$ cat src/sv/lfu_pkg.sv
// ----------------------------------------------------------------------------
// LFU page cache directory package
// Field widths, result packing and the entry evaluation result type.
// ----------------------------------------------------------------------------
package lfu_pkg;

   localparam int KEY_W        = 32;
   localparam int CSR_W        = 4;
   localparam logic [CSR_W-1:0] CSR_RESET = 4'd2;
   localparam int SLOT_OUT_W   = 3;

   localparam int RSP_HIT_BIT   = 0;
   localparam int RSP_SLOT_LSB  = 1;
   localparam int RSP_EV_BIT    = RSP_SLOT_LSB + SLOT_OUT_W;
   localparam int RSP_EVKEY_LSB = RSP_EV_BIT + 1;
   localparam int RSP_FIELDS_W  = RSP_EVKEY_LSB + KEY_W;
   localparam int RSP_W         = ((RSP_FIELDS_W + 7) / 8) * 8;
   localparam int RSP_PAD_W     = RSP_W - RSP_FIELDS_W;

   typedef struct packed {
      logic is_match;
      logic is_better;
      logic rank_dec;
   } lfu_cmp_type;

endpackage

$ cat src/sv/lfu_page_cache_directory.sv
// ----------------------------------------------------------------------------
// LFU page cache directory
// A fully associative directory of page keys with least-frequently-used
// replacement, ties going to the oldest entry of the lowest use count. Each
// request transaction returns one response transaction giving hit, the slot
// that now holds the key, and the evicted key when a miss forced an eviction.
// After a request is accepted, the sequencer walks the entry memory once to
// search for the key, a free slot and the victim, decides, then walks it
// again to renumber the ages and write the chosen slot, all through one
// shared entry evaluation unit. The request channel is ready only between
// requests; a finished response waits in an output register while the next
// request is taken. The capacity register must be written only between
// requests; the block itself does not enforce this. Its value is clamped to
// 1..CAPACITY.
// ----------------------------------------------------------------------------
module lfu_page_cache_directory
   import lfu_pkg::*;
#(
   parameter int CAPACITY   = 8,
   parameter int COUNT_BITS = 16
) (
   input  logic             clock,
   input  logic             reset,
   input  logic             req_tvalid,
   output logic             req_tready,
   input  logic [KEY_W-1:0] req_tdata,   // [31:0] page_key
   output logic             rsp_tvalid,
   input  logic             rsp_tready,
   output logic [RSP_W-1:0] rsp_tdata,   // [0] hit, [3:1] entry_slot, [4] evicted,
                                          // [36:5] evicted_key, [39:37] zero
   input  logic             csr_valid,
   output logic             csr_ready,
   input  logic [CSR_W-1:0] csr_data     // [3:0] capacity_in_use
);

   localparam int SLOT_W = (CAPACITY > 1) ? $clog2(CAPACITY) : 1;
   localparam int OCC_W  = $clog2(CAPACITY + 1);
   localparam int CAPW   = (OCC_W > CSR_W) ? OCC_W : CSR_W;
   localparam logic [OCC_W-1:0]  CAP_OCC  = OCC_W'(CAPACITY);
   localparam logic [CAPW-1:0]   CAP_MAX  = CAPW'(CAPACITY);
   localparam logic [SLOT_W-1:0] LAST_IDX = SLOT_W'(CAPACITY - 1);

   typedef enum logic [2:0] {
      S_IDLE,
      S_SCAN,
      S_DECIDE,
      S_UPDATE,
      S_DONE
   } state_type;

   state_type             state_ff, state_in;
   logic [CSR_W-1:0]      csr_ff, csr_in;
   logic [OCC_W-1:0]      occ_ff, occ_in;
   logic [OCC_W-1:0]      idx_ff, idx_in;
   logic                  rd_vld_ff, rd_vld_in;
   logic [SLOT_W-1:0]     rd_idx_ff, rd_idx_in;
   logic                  found_ff, found_in;
   logic                  free_ff, free_in;
   logic                  have_ff, have_in;
   logic                  rsp_tvalid_ff, rsp_tvalid_in;

   logic [KEY_W-1:0]      key_ff, key_in;
   logic [SLOT_W-1:0]     match_slot_ff, match_slot_in;
   logic [COUNT_BITS-1:0] match_cnt_ff, match_cnt_in;
   logic [SLOT_W-1:0]     match_rank_ff, match_rank_in;
   logic [SLOT_W-1:0]     free_slot_ff, free_slot_in;
   logic [SLOT_W-1:0]     vic_slot_ff, vic_slot_in;
   logic [COUNT_BITS-1:0] vic_cnt_ff, vic_cnt_in;
   logic [SLOT_W-1:0]     vic_rank_ff, vic_rank_in;
   logic [KEY_W-1:0]      vic_key_ff, vic_key_in;
   logic [SLOT_W-1:0]     slot_ff, slot_in;
   logic                  drop_en_ff, drop_en_in;
   logic [SLOT_W-1:0]     drop_rank_ff, drop_rank_in;
   logic [COUNT_BITS-1:0] new_cnt_ff, new_cnt_in;
   logic [SLOT_W-1:0]     new_rank_ff, new_rank_in;
   logic                  hit_ff, hit_in;
   logic                  ev_ff, ev_in;
   logic [KEY_W-1:0]      ev_key_ff, ev_key_in;
   logic [RSP_W-1:0]      rsp_tdata_ff, rsp_tdata_in;

   logic                  rd_en;
   logic [SLOT_W-1:0]     rd_addr;
   logic                  rd_valid;
   logic [KEY_W-1:0]      rd_key;
   logic [COUNT_BITS-1:0] rd_cnt;
   logic [SLOT_W-1:0]     rd_rank;
   logic                  wr_en;
   logic [SLOT_W-1:0]     wr_addr;
   logic [KEY_W-1:0]      wr_key;
   logic [COUNT_BITS-1:0] wr_cnt;
   logic [SLOT_W-1:0]     wr_rank;
   logic [CAPW-1:0]       eff_cap;
   lfu_cmp_type           cmp;

   lfu_dir_store #(
      .CAPACITY   (CAPACITY),
      .COUNT_BITS (COUNT_BITS),
      .SLOT_W     (SLOT_W)
   ) u_store (
      .clock    (clock),
      .reset    (reset),
      .rd_en    (rd_en),
      .rd_addr  (rd_addr),
      .rd_valid (rd_valid),
      .rd_key   (rd_key),
      .rd_cnt   (rd_cnt),
      .rd_rank  (rd_rank),
      .wr_en    (wr_en),
      .wr_addr  (wr_addr),
      .wr_key   (wr_key),
      .wr_cnt   (wr_cnt),
      .wr_rank  (wr_rank)
   );

   lfu_entry_unit #(
      .COUNT_BITS (COUNT_BITS),
      .SLOT_W     (SLOT_W)
   ) u_entry (
      .req_key   (key_ff),
      .ent_valid (rd_valid),
      .ent_key   (rd_key),
      .ent_cnt   (rd_cnt),
      .ent_rank  (rd_rank),
      .best_have (have_ff),
      .best_cnt  (vic_cnt_ff),
      .best_rank (vic_rank_ff),
      .drop_rank (drop_rank_ff),
      .is_target (rd_idx_ff == slot_ff),
      .result    (cmp)
   );

   always_comb begin
      eff_cap = CAPW'(csr_ff);
      if (eff_cap == '0) begin
         eff_cap = CAPW'(1);
      end else if (eff_cap > CAP_MAX) begin
         eff_cap = CAP_MAX;
      end
   end

   always_comb begin
      state_in      = state_ff;
      csr_in        = csr_ff;
      occ_in        = occ_ff;
      idx_in        = idx_ff;
      rd_vld_in     = 1'b0;
      rd_idx_in     = rd_idx_ff;
      found_in      = found_ff;
      free_in       = free_ff;
      have_in       = have_ff;
      rsp_tvalid_in = rsp_tvalid_ff && !rsp_tready;
      key_in        = key_ff;
      match_slot_in = match_slot_ff;
      match_cnt_in  = match_cnt_ff;
      match_rank_in = match_rank_ff;
      free_slot_in  = free_slot_ff;
      vic_slot_in   = vic_slot_ff;
      vic_cnt_in    = vic_cnt_ff;
      vic_rank_in   = vic_rank_ff;
      vic_key_in    = vic_key_ff;
      slot_in       = slot_ff;
      drop_en_in    = drop_en_ff;
      drop_rank_in  = drop_rank_ff;
      new_cnt_in    = new_cnt_ff;
      new_rank_in   = new_rank_ff;
      hit_in        = hit_ff;
      ev_in         = ev_ff;
      ev_key_in     = ev_key_ff;
      rsp_tdata_in  = rsp_tdata_ff;

      rd_en   = 1'b0;
      rd_addr = idx_ff[SLOT_W-1:0];
      wr_en   = 1'b0;
      wr_addr = rd_idx_ff;
      wr_key  = rd_key;
      wr_cnt  = rd_cnt;
      wr_rank = rd_rank - SLOT_W'(1);

      if (csr_valid) begin
         csr_in = csr_data;
      end

      case (state_ff)
         S_IDLE: begin
            if (req_tvalid) begin
               key_in   = req_tdata;
               idx_in   = '0;
               found_in = 1'b0;
               free_in  = 1'b0;
               have_in  = 1'b0;
               state_in = S_SCAN;
            end
         end
         S_SCAN: begin
            if (idx_ff < CAP_OCC) begin
               rd_en     = 1'b1;
               rd_vld_in = 1'b1;
               rd_idx_in = idx_ff[SLOT_W-1:0];
               idx_in    = idx_ff + OCC_W'(1);
            end
            if (rd_vld_ff) begin
               if (cmp.is_match && !found_ff) begin
                  found_in      = 1'b1;
                  match_slot_in = rd_idx_ff;
                  match_cnt_in  = rd_cnt;
                  match_rank_in = rd_rank;
               end
               if (!rd_valid && !free_ff) begin
                  free_in      = 1'b1;
                  free_slot_in = rd_idx_ff;
               end
               if (cmp.is_better) begin
                  have_in     = 1'b1;
                  vic_slot_in = rd_idx_ff;
                  vic_cnt_in  = rd_cnt;
                  vic_rank_in = rd_rank;
                  vic_key_in  = rd_key;
               end
               if (rd_idx_ff == LAST_IDX) begin
                  state_in = S_DECIDE;
               end
            end
         end
         S_DECIDE: begin
            idx_in    = '0;
            ev_key_in = '0;
            if (found_ff) begin
               hit_in       = 1'b1;
               ev_in        = 1'b0;
               slot_in      = match_slot_ff;
               drop_en_in   = 1'b1;
               drop_rank_in = match_rank_ff;
               new_cnt_in   = (&match_cnt_ff) ? match_cnt_ff
                                              : match_cnt_ff + COUNT_BITS'(1);
               new_rank_in  = SLOT_W'(occ_ff - OCC_W'(1));
            end else if (CAPW'(occ_ff) < eff_cap) begin
               hit_in       = 1'b0;
               ev_in        = 1'b0;
               slot_in      = free_slot_ff;
               drop_en_in   = 1'b0;
               new_cnt_in   = COUNT_BITS'(1);
               new_rank_in  = SLOT_W'(occ_ff);
               occ_in       = occ_ff + OCC_W'(1);
            end else begin
               hit_in       = 1'b0;
               ev_in        = 1'b1;
               ev_key_in    = vic_key_ff;
               slot_in      = vic_slot_ff;
               drop_en_in   = 1'b1;
               drop_rank_in = vic_rank_ff;
               new_cnt_in   = COUNT_BITS'(1);
               new_rank_in  = SLOT_W'(occ_ff - OCC_W'(1));
            end
            state_in = S_UPDATE;
         end
         S_UPDATE: begin
            if (idx_ff < CAP_OCC) begin
               rd_en     = 1'b1;
               rd_vld_in = 1'b1;
               rd_idx_in = idx_ff[SLOT_W-1:0];
               idx_in    = idx_ff + OCC_W'(1);
            end
            if (rd_vld_ff) begin
               if (rd_idx_ff == slot_ff) begin
                  wr_en   = 1'b1;
                  wr_key  = key_ff;
                  wr_cnt  = new_cnt_ff;
                  wr_rank = new_rank_ff;
               end else if (drop_en_ff && cmp.rank_dec) begin
                  wr_en = 1'b1;
               end
               if (rd_idx_ff == LAST_IDX) begin
                  state_in = S_DONE;
               end
            end
         end
         S_DONE: begin
            if (!rsp_tvalid_ff || rsp_tready) begin
               rsp_tvalid_in = 1'b1;
               rsp_tdata_in  = {RSP_PAD_W'(0), ev_key_ff, ev_ff,
                                SLOT_OUT_W'(slot_ff), hit_ff};
               state_in      = S_IDLE;
            end
         end
         default: begin
            state_in = S_IDLE;
         end
      endcase
   end

   always_ff @(posedge clock) begin
      if (reset) begin
         state_ff      <= S_IDLE;
         csr_ff        <= CSR_RESET;
         occ_ff        <= '0;
         idx_ff        <= '0;
         rd_vld_ff     <= 1'b0;
         found_ff      <= 1'b0;
         free_ff       <= 1'b0;
         have_ff       <= 1'b0;
         rsp_tvalid_ff <= 1'b0;
      end else begin
         state_ff      <= state_in;
         csr_ff        <= csr_in;
         occ_ff        <= occ_in;
         idx_ff        <= idx_in;
         rd_vld_ff     <= rd_vld_in;
         found_ff      <= found_in;
         free_ff       <= free_in;
         have_ff       <= have_in;
         rsp_tvalid_ff <= rsp_tvalid_in;
      end
      rd_idx_ff     <= rd_idx_in;
      key_ff        <= key_in;
      match_slot_ff <= match_slot_in;
      match_cnt_ff  <= match_cnt_in;
      match_rank_ff <= match_rank_in;
      free_slot_ff  <= free_slot_in;
      vic_slot_ff   <= vic_slot_in;
      vic_cnt_ff    <= vic_cnt_in;
      vic_rank_ff   <= vic_rank_in;
      vic_key_ff    <= vic_key_in;
      slot_ff       <= slot_in;
      drop_en_ff    <= drop_en_in;
      drop_rank_ff  <= drop_rank_in;
      new_cnt_ff    <= new_cnt_in;
      new_rank_ff   <= new_rank_in;
      hit_ff        <= hit_in;
      ev_ff         <= ev_in;
      ev_key_ff     <= ev_key_in;
      rsp_tdata_ff  <= rsp_tdata_in;
   end

   assign req_tready = (state_ff == S_IDLE);
   assign rsp_tvalid = rsp_tvalid_ff;
   assign rsp_tdata  = rsp_tdata_ff;
   assign csr_ready  = 1'b1;

endmodule

$ cat src/sv/lfu_entry_unit.sv
// ----------------------------------------------------------------------------
// LFU entry evaluation unit
// Compares one directory entry against the request key, the current victim
// candidate and the rank being removed from the age order.
// ----------------------------------------------------------------------------
module lfu_entry_unit
   import lfu_pkg::*;
#(
   parameter int COUNT_BITS = 16,
   parameter int SLOT_W     = 3
) (
   input  logic [KEY_W-1:0]      req_key,
   input  logic                  ent_valid,
   input  logic [KEY_W-1:0]      ent_key,
   input  logic [COUNT_BITS-1:0] ent_cnt,
   input  logic [SLOT_W-1:0]     ent_rank,
   input  logic                  best_have,
   input  logic [COUNT_BITS-1:0] best_cnt,
   input  logic [SLOT_W-1:0]     best_rank,
   input  logic [SLOT_W-1:0]     drop_rank,
   input  logic                  is_target,
   output lfu_cmp_type           result
);

   always_comb begin
      result.is_match  = ent_valid && (ent_key == req_key);
      result.is_better = ent_valid && (!best_have || (ent_cnt < best_cnt) ||
                         ((ent_cnt == best_cnt) && (ent_rank < best_rank)));
      result.rank_dec  = ent_valid && !is_target && (ent_rank > drop_rank);
   end

endmodule

$ cat src/sv/lfu_dir_store.sv
// ----------------------------------------------------------------------------
// LFU directory store
// Entry memory holding key, use count and age rank, with one write port and
// one registered read port, plus per-entry valid flags.
// ----------------------------------------------------------------------------
module lfu_dir_store
   import lfu_pkg::*;
#(
   parameter int CAPACITY   = 8,
   parameter int COUNT_BITS = 16,
   parameter int SLOT_W     = 3
) (
   input  logic                  clock,
   input  logic                  reset,
   input  logic                  rd_en,
   input  logic [SLOT_W-1:0]     rd_addr,
   output logic                  rd_valid,
   output logic [KEY_W-1:0]      rd_key,
   output logic [COUNT_BITS-1:0] rd_cnt,
   output logic [SLOT_W-1:0]     rd_rank,
   input  logic                  wr_en,
   input  logic [SLOT_W-1:0]     wr_addr,
   input  logic [KEY_W-1:0]      wr_key,
   input  logic [COUNT_BITS-1:0] wr_cnt,
   input  logic [SLOT_W-1:0]     wr_rank
);

   localparam int ENT_W = KEY_W + COUNT_BITS + SLOT_W;

   logic [ENT_W-1:0]    mem_ff [CAPACITY];
   logic [CAPACITY-1:0] valid_ff;
   logic [ENT_W-1:0]    rdata_ff;
   logic                rvalid_ff;

   always_ff @(posedge clock) begin
      if (wr_en) begin
         mem_ff[wr_addr] <= {wr_key, wr_cnt, wr_rank};
      end
      if (rd_en) begin
         rdata_ff <= mem_ff[rd_addr];
      end
   end

   always_ff @(posedge clock) begin
      if (reset) begin
         valid_ff  <= '0;
         rvalid_ff <= 1'b0;
      end else begin
         if (wr_en) begin
            valid_ff[wr_addr] <= 1'b1;
         end
         if (rd_en) begin
            rvalid_ff <= valid_ff[rd_addr];
         end
      end
   end

   assign rd_valid = rvalid_ff;
   assign rd_key   = rdata_ff[ENT_W-1 -: KEY_W];
   assign rd_cnt   = rdata_ff[SLOT_W +: COUNT_BITS];
   assign rd_rank  = rdata_ff[SLOT_W-1:0];

endmodule

$ cat config.mk
export PLATFORM = sky130hd
export DESIGN_NAME = lfu_page_cache_directory
export DESIGN_NICKNAME = d
export VERILOG_FILES = /design/src/sv/lfu_pkg.sv /design/src/sv/lfu_page_cache_directory.sv /design/src/sv/lfu_entry_unit.sv /design/src/sv/lfu_dir_store.sv
export SDC_FILE = /design/constraint.sdc
export NUM_CORES = 1
export LEC_CHECK = 0
export ABC_AREA = 1
export ABC_CLOCK_PERIOD_IN_PS = 5300
export BUFFER_PORTS_ARGS = -buffer_cell sky130_fd_sc_hd__buf_2
export CELL_PAD_IN_SITES_DETAIL_PLACEMENT = 1
export CELL_PAD_IN_SITES_GLOBAL_PLACEMENT = 2
export CORE_ASPECT_RATIO = 1.25
export CORE_MARGIN = 2
export CORE_UTILIZATION = 40
export CTS_BUF_LIST = sky130_fd_sc_hd__clkbuf_16
export CTS_CLUSTER_SIZE = 16
export DETAILED_ROUTE_END_ITERATION = 8
export MAX_ROUTING_LAYER = met4
export PLACE_DENSITY_LB_ADDON = 0.2
export SETUP_SLACK_MARGIN = 0.1
export SYNTH_ARGS = -nofsm -noshare
export SYNTH_HDL_FRONTEND = slang
export SYNTH_SLANG_ARGS = --single-unit
$ cat constraint.sdc
create_clock -name clock -period 5.3 [get_ports clock]
set_clock_uncertainty 0.15 [all_clocks]
set_input_delay 1.06 -clock clock [delete_from_list [all_inputs] [get_ports clock]]
set_output_delay 1.06 -clock clock [all_outputs]
set_load 0.03 [all_outputs]
==> metrics.txt, run 1 <==
Tcrit/Tclk final=68.6%; cells after synthesis=2134; Synth area leaders=edfxtp_1 73%, nor2_1 6.2%, o21ai_0 4.6%, inv_1 2.2%, nand2_1 2.1%; Worst Max-Slew Pin Slew=1.06 ns; startpoint types=register; CP Max Fanout=32; largest net degree at the start of global routing=150; Starting DRT DRC Count=1018; unrepaired setup endpoints after global routing=no; FF+latch area=0.0207 mm²; Clock Latency Late Sink=0.62 ns; Crit Path Class=reg2reg; Ys Warns=0; CTS max path bufs=3; Max Slew Vio Count=0; # port buffers=79; status=complete, no violations; post-layout util=45.9%; Avg WL per Cell=23.8 µm; H-tree levels=3; final number of hold-violating endpoints=0; Lkg Pwr=0.0112 µW; Post-CTS Setup Repair Bufs=0; total grt overflow=0; Hold Path Class=reg2reg; Final nets=2293; I/O pin count=84; Layout fillers=6978; post-synthesis mux area share=1.24%; WP data arrival=3.75 ns; width of the chip=239 µm; CTS Root Cell=clkbuf_16; complex-gate fraction of the synthesized area=8.14%; Reg clk slew, reported paths=0.06 ns; Remaining DRCs=0; post-route ant nets=0; total power=15000 µW; CTS Buf Count=72; R2R Path End=u_store.mem_ff[1][23]$_DFFE_PP_; Cell Pwr Density=478 mW/mm²; core area=0.0683 mm²; initial antenna violation count=0; max_cap viols=0; worst hold start=ev_key_ff[1]$_SDFFCE_PP0P_; Avg Vias per Cell=5.34; number of synthesized register bits=699; Peak Freq=0.275 GHz; Worst R2R Start=rd_idx_ff[0]$_DFFE_PP_; Synth-to-Final Area Change=13.4%; share of the synthesized area in the top cell type=72.9%; setup_tns=0 ns; 1st-pass router iterations=5; pre-CTS WS=1.57 ns; Peak VDD IR=0.000283 V; Synth cell types=38; Die Height=298 µm; area share of fa/ha/maj cells after synthesis=1.31%; cts-stage hold buffer count=0; nature of the critical path endpoint=register; clock sink count=699; xor/xnor share of the synthesized area=0.666%; share of layout cells above drive strength 1=11.9%; row count=107; Fin Hold WS=0.264 ns; Rel. slew slack=28.4%; Worst Path Required=5.42 ns; simple-gate share of the synthesized area=9.78%; Worst Hold Depth=0; final weighted congestion in routability-driven placement=0.797; post-layout min period=3.64 ns; final setup vio count=0; Reg2Reg Depth=6; CTS tree=done; mean post-synth cell area=12.9 µm²; Multi-input gate area=0.00590 mm²; DP HPWL=46200 µm; Final WS setup=1.66 ns; synthesized cell area=0.0276 mm²; vias in the first global route=18166; gr usage total=22.1%; Initial Util=40.4%; combinational family with the most area after synthesis=simple AND/OR/NAND/NOR gates; sequential share of the synthesized area=75.0%; Antenna Cells=0; DR vias=16833; post-CTS sizing=0; final WL=74900 µm; hold path endpoint=rsp_tdata[6]$_DFFE_PP_; die area=0.0711 mm²; R2R Setup Slk=1.66 ns; first-pass GRT wire length=113000 µm; Yosys top cell by area=edfxtp_1
==> worst max path at each step <==
stage                             startpoint  depth (start not counted)  slack [ns]                               to
global placement      rd_idx_ff[0]$_DFFE_PP_                          6        1.73  u_store.mem_ff[1][23]$_DFFE_PP_
global route          rd_idx_ff[0]$_DFFE_PP_                          6        1.41  u_store.mem_ff[1][29]$_DFFE_PP_
floorplan           state_ff[0]$_SDFFE_PP0P_                          6        1.13           occ_ff[0]$_SDFFE_PP0P_
CTS                   rd_idx_ff[0]$_DFFE_PP_                          6        1.57  u_store.mem_ff[1][27]$_DFFE_PP_
finish                rd_idx_ff[0]$_DFFE_PP_                          6        1.66  u_store.mem_ff[1][23]$_DFFE_PP_
detailed placement    rd_idx_ff[0]$_DFFE_PP_                          6        1.57  u_store.mem_ff[1][23]$_DFFE_PP_
==> per-layer routing <==
layer,up-vias,part of all wire (%),track usage (%)
li1,7747,-,-
met1,8658,44,27.8
met2,316,49,36.4
met3,112,3.8,3.12
met4,0,3.2,8.15
met5,-,0,-
==> through the flow <==
stage | cell area [µm²] | std cells
after floorplan | 27600 | 2136
after global placement | 29000 | 3021
after detailed placement | 29000 | 3021
after CTS | 31300 | 3152
after global routing | 31300 | 3152
final | 31300 | 3152
==> critical path, cell delays in order (launching register included) <==
cell and delay, ns:
edfxtp_1 0.54, xnor2_1 0.33, nand4_4 0.49, nand2_1 0.34, nand3_1 0.15, inv_2 0.79, buf_4 0.47
==> cell usage after synthesis, drive strengths merged <==
cell type,n
edfxtp,670
nor2,457
o21ai,254
inv,161
nand2,156
clkbuf,67
o22ai,55
a31oi,54
a21oi,48
buf,34
nand3,32
dfxtp,29
ha,29
mux2,23
nand4,16
xnor2,14
nor3,10
xor2,7
or2,4
a211oi,3
nor4,3
clkinv,2
conb,2
a21o,1
nor3b,1
o21ba,1
o221ai,1
==> cell type report <==
cell class	instances	share of cell area [%]
clock buffers	75	5.99
clock inverters	56	1.33
inverters	163	1.97
multi-input cells	1173	18.8
flip-flops and latches	699	66.1
well taps	872	3.48
repair buffers	114	2.26
==> power by group <==
group	switching (µW)	total (µW)	internal [µW]
Combinational	1960	2680	720
Sequential	369	7280	6910
Clock	2140	4990	2860
==> cells by family after synthesis <==
| family | count (synthesis) |
|---|---|
| fa+ha+maj | 29 |
| mux | 23 |
| buf+inv | 264 |
| flops | 699 |
| xor+xnor | 21 |
| compound gates | 417 |
| other cells | 2 |
| simple gates | 679 |
==> layout by cell type (no fill, tap or decap), types with 20 or more instances in the layout <==
cell       instances
o21ai_0          251
inv_1            160
mux2_4            22
buf_2             79
ha_1              29
nand3_1           32
nor2_1           448
buf_4             31
a31oi_1           54
edfxtp_1         670
clkinv_1          20
o22ai_1           55
nand2_1          154
a21oi_1           46
dfxtp_1           27
clkbuf_16         75
==> sequential cells by signal, indices dropped and copies added (netlist names), 4 cells and up <==
name / count
u_store.mem_ff: 408
u_store.rdata_ff: 51
rsp_tdata: 37
ev_key_ff: 32
key_ff: 32
vic_key_ff: 32
match_cnt_ff: 16
new_cnt_ff: 16
vic_cnt_ff: 16
u_store.valid_ff: 8
csr_ff: 4
idx_ff: 4
occ_ff: 4
No activity file was read; power rests on OpenSTA's default activity.
==> run 2: changes to the inputs <==
--- a/config.mk
+++ b/config.mk
@@ -6,7 +6,7 @@
 export NUM_CORES = 1
 export LEC_CHECK = 0
 export ABC_AREA = 1
-export ABC_CLOCK_PERIOD_IN_PS = 5300
+export ABC_CLOCK_PERIOD_IN_PS = 3100
 export BUFFER_PORTS_ARGS = -buffer_cell sky130_fd_sc_hd__buf_2
 export CELL_PAD_IN_SITES_DETAIL_PLACEMENT = 1
 export CELL_PAD_IN_SITES_GLOBAL_PLACEMENT = 2
==> constraint.sdc (replaced) <==
create_clock -name clock -period 3.1 [get_ports clock]
set_clock_uncertainty 0.15 [all_clocks]
set_input_delay 0.62 -clock clock [delete_from_list [all_inputs] [get_ports clock]]
set_output_delay 0.62 -clock clock [all_outputs]
set_load 0.03 [all_outputs]
==> metrics.txt, run 2 (synthesis gave the netlist of run 1 again) <==
Starting DRT DRC Count=1065 (+4.6%); CTS tree=done; CTS max path bufs=3 (unchanged); Post-CTS Setup Repair Bufs=0 (unchanged); number of flip-flops in the largest register=408 (unchanged); row count=107 (unchanged); max_cap viols=0 (unchanged); Worst R2R Start=rd_idx_ff[0]$_DFFE_PP_; DR vias=16836 (+0.018%); met1 GRT Util=26.7% (-1.2 points); DP HPWL=44500 µm (-3.6%); Antenna Cells=0 (unchanged); final number of hold-violating endpoints=0 (unchanged); gr usage total=21.7% (-0.45 points); Die Height=298 µm (unchanged); largest net degree at the start of global routing=75 (-50%); Initial Util=40.4% (unchanged); CP Max Fanout=74 (+130%); WP data arrival=2.77 ns (-0.98 ns); hold path endpoint=key_ff[14]$_DFFE_PP_; R2R Setup Slk=0.48 ns (-1.19 ns); Cells after DPL=3054 (+1.1%); most common cell after layout, fill and taps aside=edfxtp_1; Lkg Pwr=0.0115 µW (+2.3%); Max Slew Vio Count=0 (unchanged); Worst Path Required=3.25 ns (-2.17 ns); Tcrit/Tclk final=84.6% (+16 points); 1st-pass router iterations=4 (-1); width of the chip=239 µm (unchanged); status=complete, no violations; H-tree levels=3 (unchanged); CTS Root Cell=clkbuf_16; Reg clk slew, reported paths=0.06 ns (about the same); total grt overflow=0 (unchanged); die area=0.0711 mm² (unchanged); GR Util met3=2.96% (-0.17 points); Final nets=2331 (+1.7%); post-layout min period=2.62 ns (-1.01 ns); core area=0.0683 mm² (unchanged); clock sink count=699 (unchanged); post-CTS sizing=0 (unchanged); Synth-to-Final Area Change=15.2%; most frequent cells in the layout=670 x edfxtp_1, 448 x nor2_1, 251 x o21ai_0; Peak VDD IR=0.000462 V (+63%); final weighted congestion in routability-driven placement=0.804 (+0.89%); Peak Freq=0.381 GHz (+39%); Post-Layout Cell Count=3186 (+1.1%); unrepaired setup endpoints after global routing=no; initial antenna violation count=0 (unchanged); post-route ant nets=0 (unchanged); R2R Path End=u_store.mem_ff[0][22]$_DFFE_PP_; nature of the critical path endpoint=register; GR peak layer=met2; I/O pin count=84 (unchanged); Rel. slew slack=50.5% (+22 points); # port buffers=79 (unchanged); Reg2Reg Depth=5 (-1); Hold Path Class=in2reg; Avg Vias per Cell=5.28 (-1.0%); Crit Path Class=reg2reg; Top reg by flops=u_store.mem_ff; final setup vio count=0 (unchanged); Avg WL per Cell=23.1 µm (-2.9%); Worst Max-Slew Pin Slew=0.743 ns (-0.320 ns); first-pass GRT wire length=111000 µm (-1.5%); CTS Buf Count=72 (unchanged); final WL=73500 µm (-1.9%); share of layout cells above drive strength 1=12.9% (+1.0 points); worst hold start=req_tdata[14]; Clock Latency Late Sink=0.62 ns (about the same); Remaining DRCs=0 (unchanged); Layout fillers=6992 (+0.20%); startpoint types=register; Worst Hold Depth=1 (+1); setup_tns=0 ns (unchanged); Cell Pwr Density=793 mW/mm² (+66%); met2 Usage GRT=37.1% (+0.65 points); vias in the first global route=18208 (+0.23%)
## run 2: changes by cell type in the layout (fill, tap and decap cells not counted), sizes merged
cell and change:
clkinvlp -1, buf +33, inv +10, dlygate4sd3 +5
clkinv -10, bufinv -3
## run 2: stage by stage
stage	total power [µW]	instance area (µm²)	setup slack, ns	hold slack [ns]	util [%]
after floorplan	15200	27600	0.199	0.250	-
after global placement	17100	29600	0.529	0.251	43.3
after detailed placement	17300	29600	0.467	0.256	43.3
after CTS	25500	31800	0.440	0.000521	46.6
after global routing	26400	31800	0.264	0.0156	46.6
final	25200	31800	0.478	0.0281	46.6
## run 2: metal layers
layer  up-vias  share of wire [%]
met5         -                  0
met4         0                2.4
met3       110                3.5
met2       308                 51
met1      8596                 43
li1       7822                  -
## run 2: worst max-delay path by stage
stage,slack [ns],cells after the start,startpoint,end
detailed placement,0.47,5,rd_idx_ff[0]$_DFFE_PP_,u_store.mem_ff[7][3]$_DFFE_PP_
finish,0.48,5,rd_idx_ff[0]$_DFFE_PP_,u_store.mem_ff[0][22]$_DFFE_PP_
CTS,0.44,5,rd_idx_ff[0]$_DFFE_PP_,u_store.mem_ff[2][3]$_DFFE_PP_
global route,0.26,5,rd_idx_ff[0]$_DFFE_PP_,u_store.mem_ff[3][3]$_DFFE_PP_
floorplan,0.20,7,u_store.rdata_ff[2]$_DFFE_PP_,u_store.mem_ff[2][0]$_DFFE_PP_
global placement,0.53,12,u_store.rdata_ff[18]$_DFFE_PP_,vic_key_ff[18]$_DFFE_PP_
## run 2: final cells by class
class	instances	area [µm²]	share of cell area [%]
inverter	163	617	1.94
tap	872	1090	3.43
clock inverter	52	318	0.999
clock buffer	75	1880	5.90
timing repair buffer	152	1310	4.11
sequential	699	20700	65.1
multi-input combinational	1173	5900	18.5
## run 2: worst max-delay path, stage by stage, from the launching register on
cell	delay [ns]
edfxtp_1	0.58
xnor2_1	0.25
nand4_4	0.20
buf_12	0.43
nor2_1	0.09
a21oi_1	0.56
## run 2: timing repair
item / CTS / global route
endpoints found under the setup margin: 0 / 0
hold endpoints to repair: 5 / 0
hold buffers: 5 / 0
## run 2: power breakdown
| group | switching, µW | internal, µW | total [µW] | leakage [µW] |
|---|---|---|---|---|
| Sequential | 519 | 11800 | 12300 | 0.00632 |
| Combinational | 3280 | 1420 | 4700 | 0.00402 |
| Clock | 3580 | 4620 | 8200 | 0.00115 |
| Total | 7380 | 17800 | 25200 | 0.0115 |
==> run 3: changes to the inputs <==
--- a/config.mk
+++ b/config.mk
@@ -6,7 +6,7 @@
 export NUM_CORES = 1
 export LEC_CHECK = 0
 export ABC_AREA = 1
-export ABC_CLOCK_PERIOD_IN_PS = 3100
+export ABC_CLOCK_PERIOD_IN_PS = 2200
 export BUFFER_PORTS_ARGS = -buffer_cell sky130_fd_sc_hd__buf_2
 export CELL_PAD_IN_SITES_DETAIL_PLACEMENT = 1
 export CELL_PAD_IN_SITES_GLOBAL_PLACEMENT = 2
==> constraint.sdc (replaced) <==
create_clock -name clock -period 2.2 [get_ports clock]
set_clock_uncertainty 0.15 [all_clocks]
set_input_delay 0.44 -clock clock [delete_from_list [all_inputs] [get_ports clock]]
set_output_delay 0.44 -clock clock [all_outputs]
set_load 0.03 [all_outputs]
==> metrics.txt, run 3 (synthesis gave the netlist of run 1 again) <==
Initial Util=40.4% (unchanged); WP data arrival=2.66 ns (-0.11 ns); sequential share of power=45.9% (-2.9 points); final weighted congestion in routability-driven placement=0.786 (-2.2%); CTS Root Cell=clkbuf_16; Peak VDD IR=0.000765 V (+66%); H-tree levels=3 (unchanged); Crit-path slowest cell=edfxtp_1; # port buffers=79 (unchanged); CTS Buf Count=73 (+1.4%); R2R Path End=u_store.mem_ff[2][42]$_DFFE_PP_; Final WS setup=-0.291 ns (-0.770 ns); Final nets=2535 (+8.8%); total grt overflow=0 (unchanged); vias in the first global route=18722 (+2.8%); width of the chip=239 µm (unchanged); Worst Path Required=2.37 ns (-0.88 ns); Reg2Reg Depth=10 (+5); unrepaired setup endpoints after global routing=yes; R2R Setup Slk=-0.29 ns (-0.77 ns); clock sink count=699 (unchanged); Gate power share=21.8% (+3.2 points); row count=107 (unchanged); failing checks=setup timing; Cell Pwr Density=1080 mW/mm² (+37%); most common cell after layout, fill and taps aside=edfxtp_1; Starting DRT DRC Count=1214 (+14%); post-layout min period=2.49 ns (-0.130 ns); startpoint types=register; CP Max Fanout=12 (-84%); final setup vio count=791 (+791); net switching power=11100 µW (+50%); Top reg by flops=u_store.mem_ff; Cells after DPL=3172 (+3.9%); Die Height=298 µm (unchanged); Max Slew Vio Count=0 (unchanged); Peak Freq=0.401 GHz (+5.2%); Internal=26300 µW (+47%); Rel. slew slack=55.7% (+5.2 points); nature of the critical path endpoint=register; DR vias=17795 (+5.7%); Worst R2R Start=u_store.rdata_ff[1]$_DFFE_PP_; Worst Hold Depth=3 (+2); final WL=78100 µm (+6.3%); initial antenna violation count=2 (+2); share of layout cells above drive strength 1=20.5% (+7.5 points); Crit path largest cell delay=0.40 ns (-0.18 ns); Remaining DRCs=0 (unchanged); Avg WL per Cell=23.0 µm (-0.19%); hold path endpoint=csr_ff[3]$_SDFFE_PP0P_; Avg Vias per Cell=5.24 (-0.75%); crit-path cells=ha_1 > nand2_2 > o21ai_2 > nand4_1 > buf_4 > a21oi_4 > nand2_2 > clkinvlp_4 > buf_4 > buf_12; largest net degree at the start of global routing=55 (-27%); Tcrit/Tclk final=113% (+29 points); Post-Layout Cell Count=3393 (+6.5%); core area=0.0683 mm² (unchanged); Worst Max-Slew Pin Slew=0.665 ns (-0.0780 ns); status=complete, but fails checks; gr usage total=22.2% (+0.51 points); most frequent cells in the layout=670 x edfxtp_1, 442 x nor2_1, 248 x o21ai_0; Clock Latency Late Sink=0.62 ns (about the same); Hold Path Class=in2reg; Crit Path Class=reg2reg; max_cap viols=0 (unchanged); DP HPWL=48700 µm (+9.5%); CTS max path bufs=3 (unchanged); I/O pin count=84 (unchanged); Reg clk slew, reported paths=0.06 ns (about the same); final number of hold-violating endpoints=0 (unchanged); total power=37400 µW (+48%); post-route ant nets=0 (unchanged); worst hold start=csr_valid; Lkg Pwr=0.0127 µW (+10%); CTS tree=done; Synth-to-Final Area Change=24.9%; Antenna Cells=0 (unchanged); number of flip-flops in the largest register=408 (unchanged); die area=0.0711 mm² (unchanged); Layout fillers=6890 (-1.5%); Clk pwr share=32.3% (-0.2 points); first-pass GRT wire length=114000 µm (+2.2%); Sw Ratio=29.6% (+0.31 points); 1st-pass router iterations=5 (+1)
## run 3: worst max-delay path by stage
stage	from	end	slack [ns]	depth (start not counted)
floorplan	u_store.rdata_ff[14]$_DFFE_PP_	vic_cnt_ff[0]$_DFFE_PP_	-0.44	11
global placement	u_store.rdata_ff[27]$_DFFE_PP_	match_cnt_ff[14]$_DFFE_PP_	-0.44	7
detailed placement	u_store.rdata_ff[27]$_DFFE_PP_	match_cnt_ff[11]$_DFFE_PP_	-0.51	7
CTS	u_store.rdata_ff[1]$_DFFE_PP_	u_store.mem_ff[4][12]$_DFFE_PP_	-0.25	9
global route	u_store.rdata_ff[1]$_DFFE_PP_	u_store.mem_ff[2][16]$_DFFE_PP_	-0.40	10
finish	u_store.rdata_ff[1]$_DFFE_PP_	u_store.mem_ff[2][42]$_DFFE_PP_	-0.29	10
## run 3: per-layer routing
metal	global-route usage [%]	up-vias	wire length (µm)	share of wire, %
li1	-	8258	-	-
met2	36.7	421	38700	50
met4	7.65	0	2160	2.8
met3	2.88	122	3250	4.2
met1	28.1	8994	34000	44
met5	-	-	0	0
## run 3: final cells by class
type                       instances  area, µm²  share of cell area (%)
sequential                       699      20700                    60.1
multi-input combinational       1173       6090                    17.7
timing repair buffer             355       3630                    10.5
clock buffer                      73       1830                    5.30
tap                              872       1090                    3.16
inverter                         163        649                    1.88
clock inverter                    58        487                    1.41
## run 3: worst max-delay path, delay by kind of cell (launching register included)
kind | cells | cell delay (ns)
AND/OR/NAND/NOR | 3 | 0.32
flip-flops | 1 | 0.40
AO/OA/AOI/OAI | 2 | 0.33
adder cells (fa/ha/maj) | 1 | 0.34
buffers and inverters | 4 | 0.62
## run 3: repair_timing
action                                  4_1_cts  5_1_grt
gates resized for setup                      35       19
endpoints found under the setup margin      784      914
pin swaps                                    10        4
cloned                                        6       12
setup buffers                                12       21
endpoints found under the hold margin        36        0
hold buffers                                 39        0
## run 3: per-stage QoR
step                util [%]  TNS [ns]  worst slack [ns]  cell area (µm²)  hold WS, ns
floorplan                  -   -140.05            -0.442            27700        0.250
global placement        45.1   -116.26            -0.437            30800        0.251
detailed placement      45.1   -131.55            -0.511            30800        0.256
CTS                     49.7    -87.86            -0.246            33900       0.0174
global route            50.5   -202.80            -0.398            34500       0.0856
finish                  50.5   -109.25            -0.291            34500       0.0454
## run 3: power groups by stage
stage	Combinational [µW]	Sequential, µW	Clock, µW
4_1_cts	8180	17200	12300
3_3_place_gp	7730	17400	0
5_1_grt	8980	17300	12800
2_1_floorplan	4230	17300	0
6_report	8150	17200	12100
3_5_place_dp	7960	17400	0
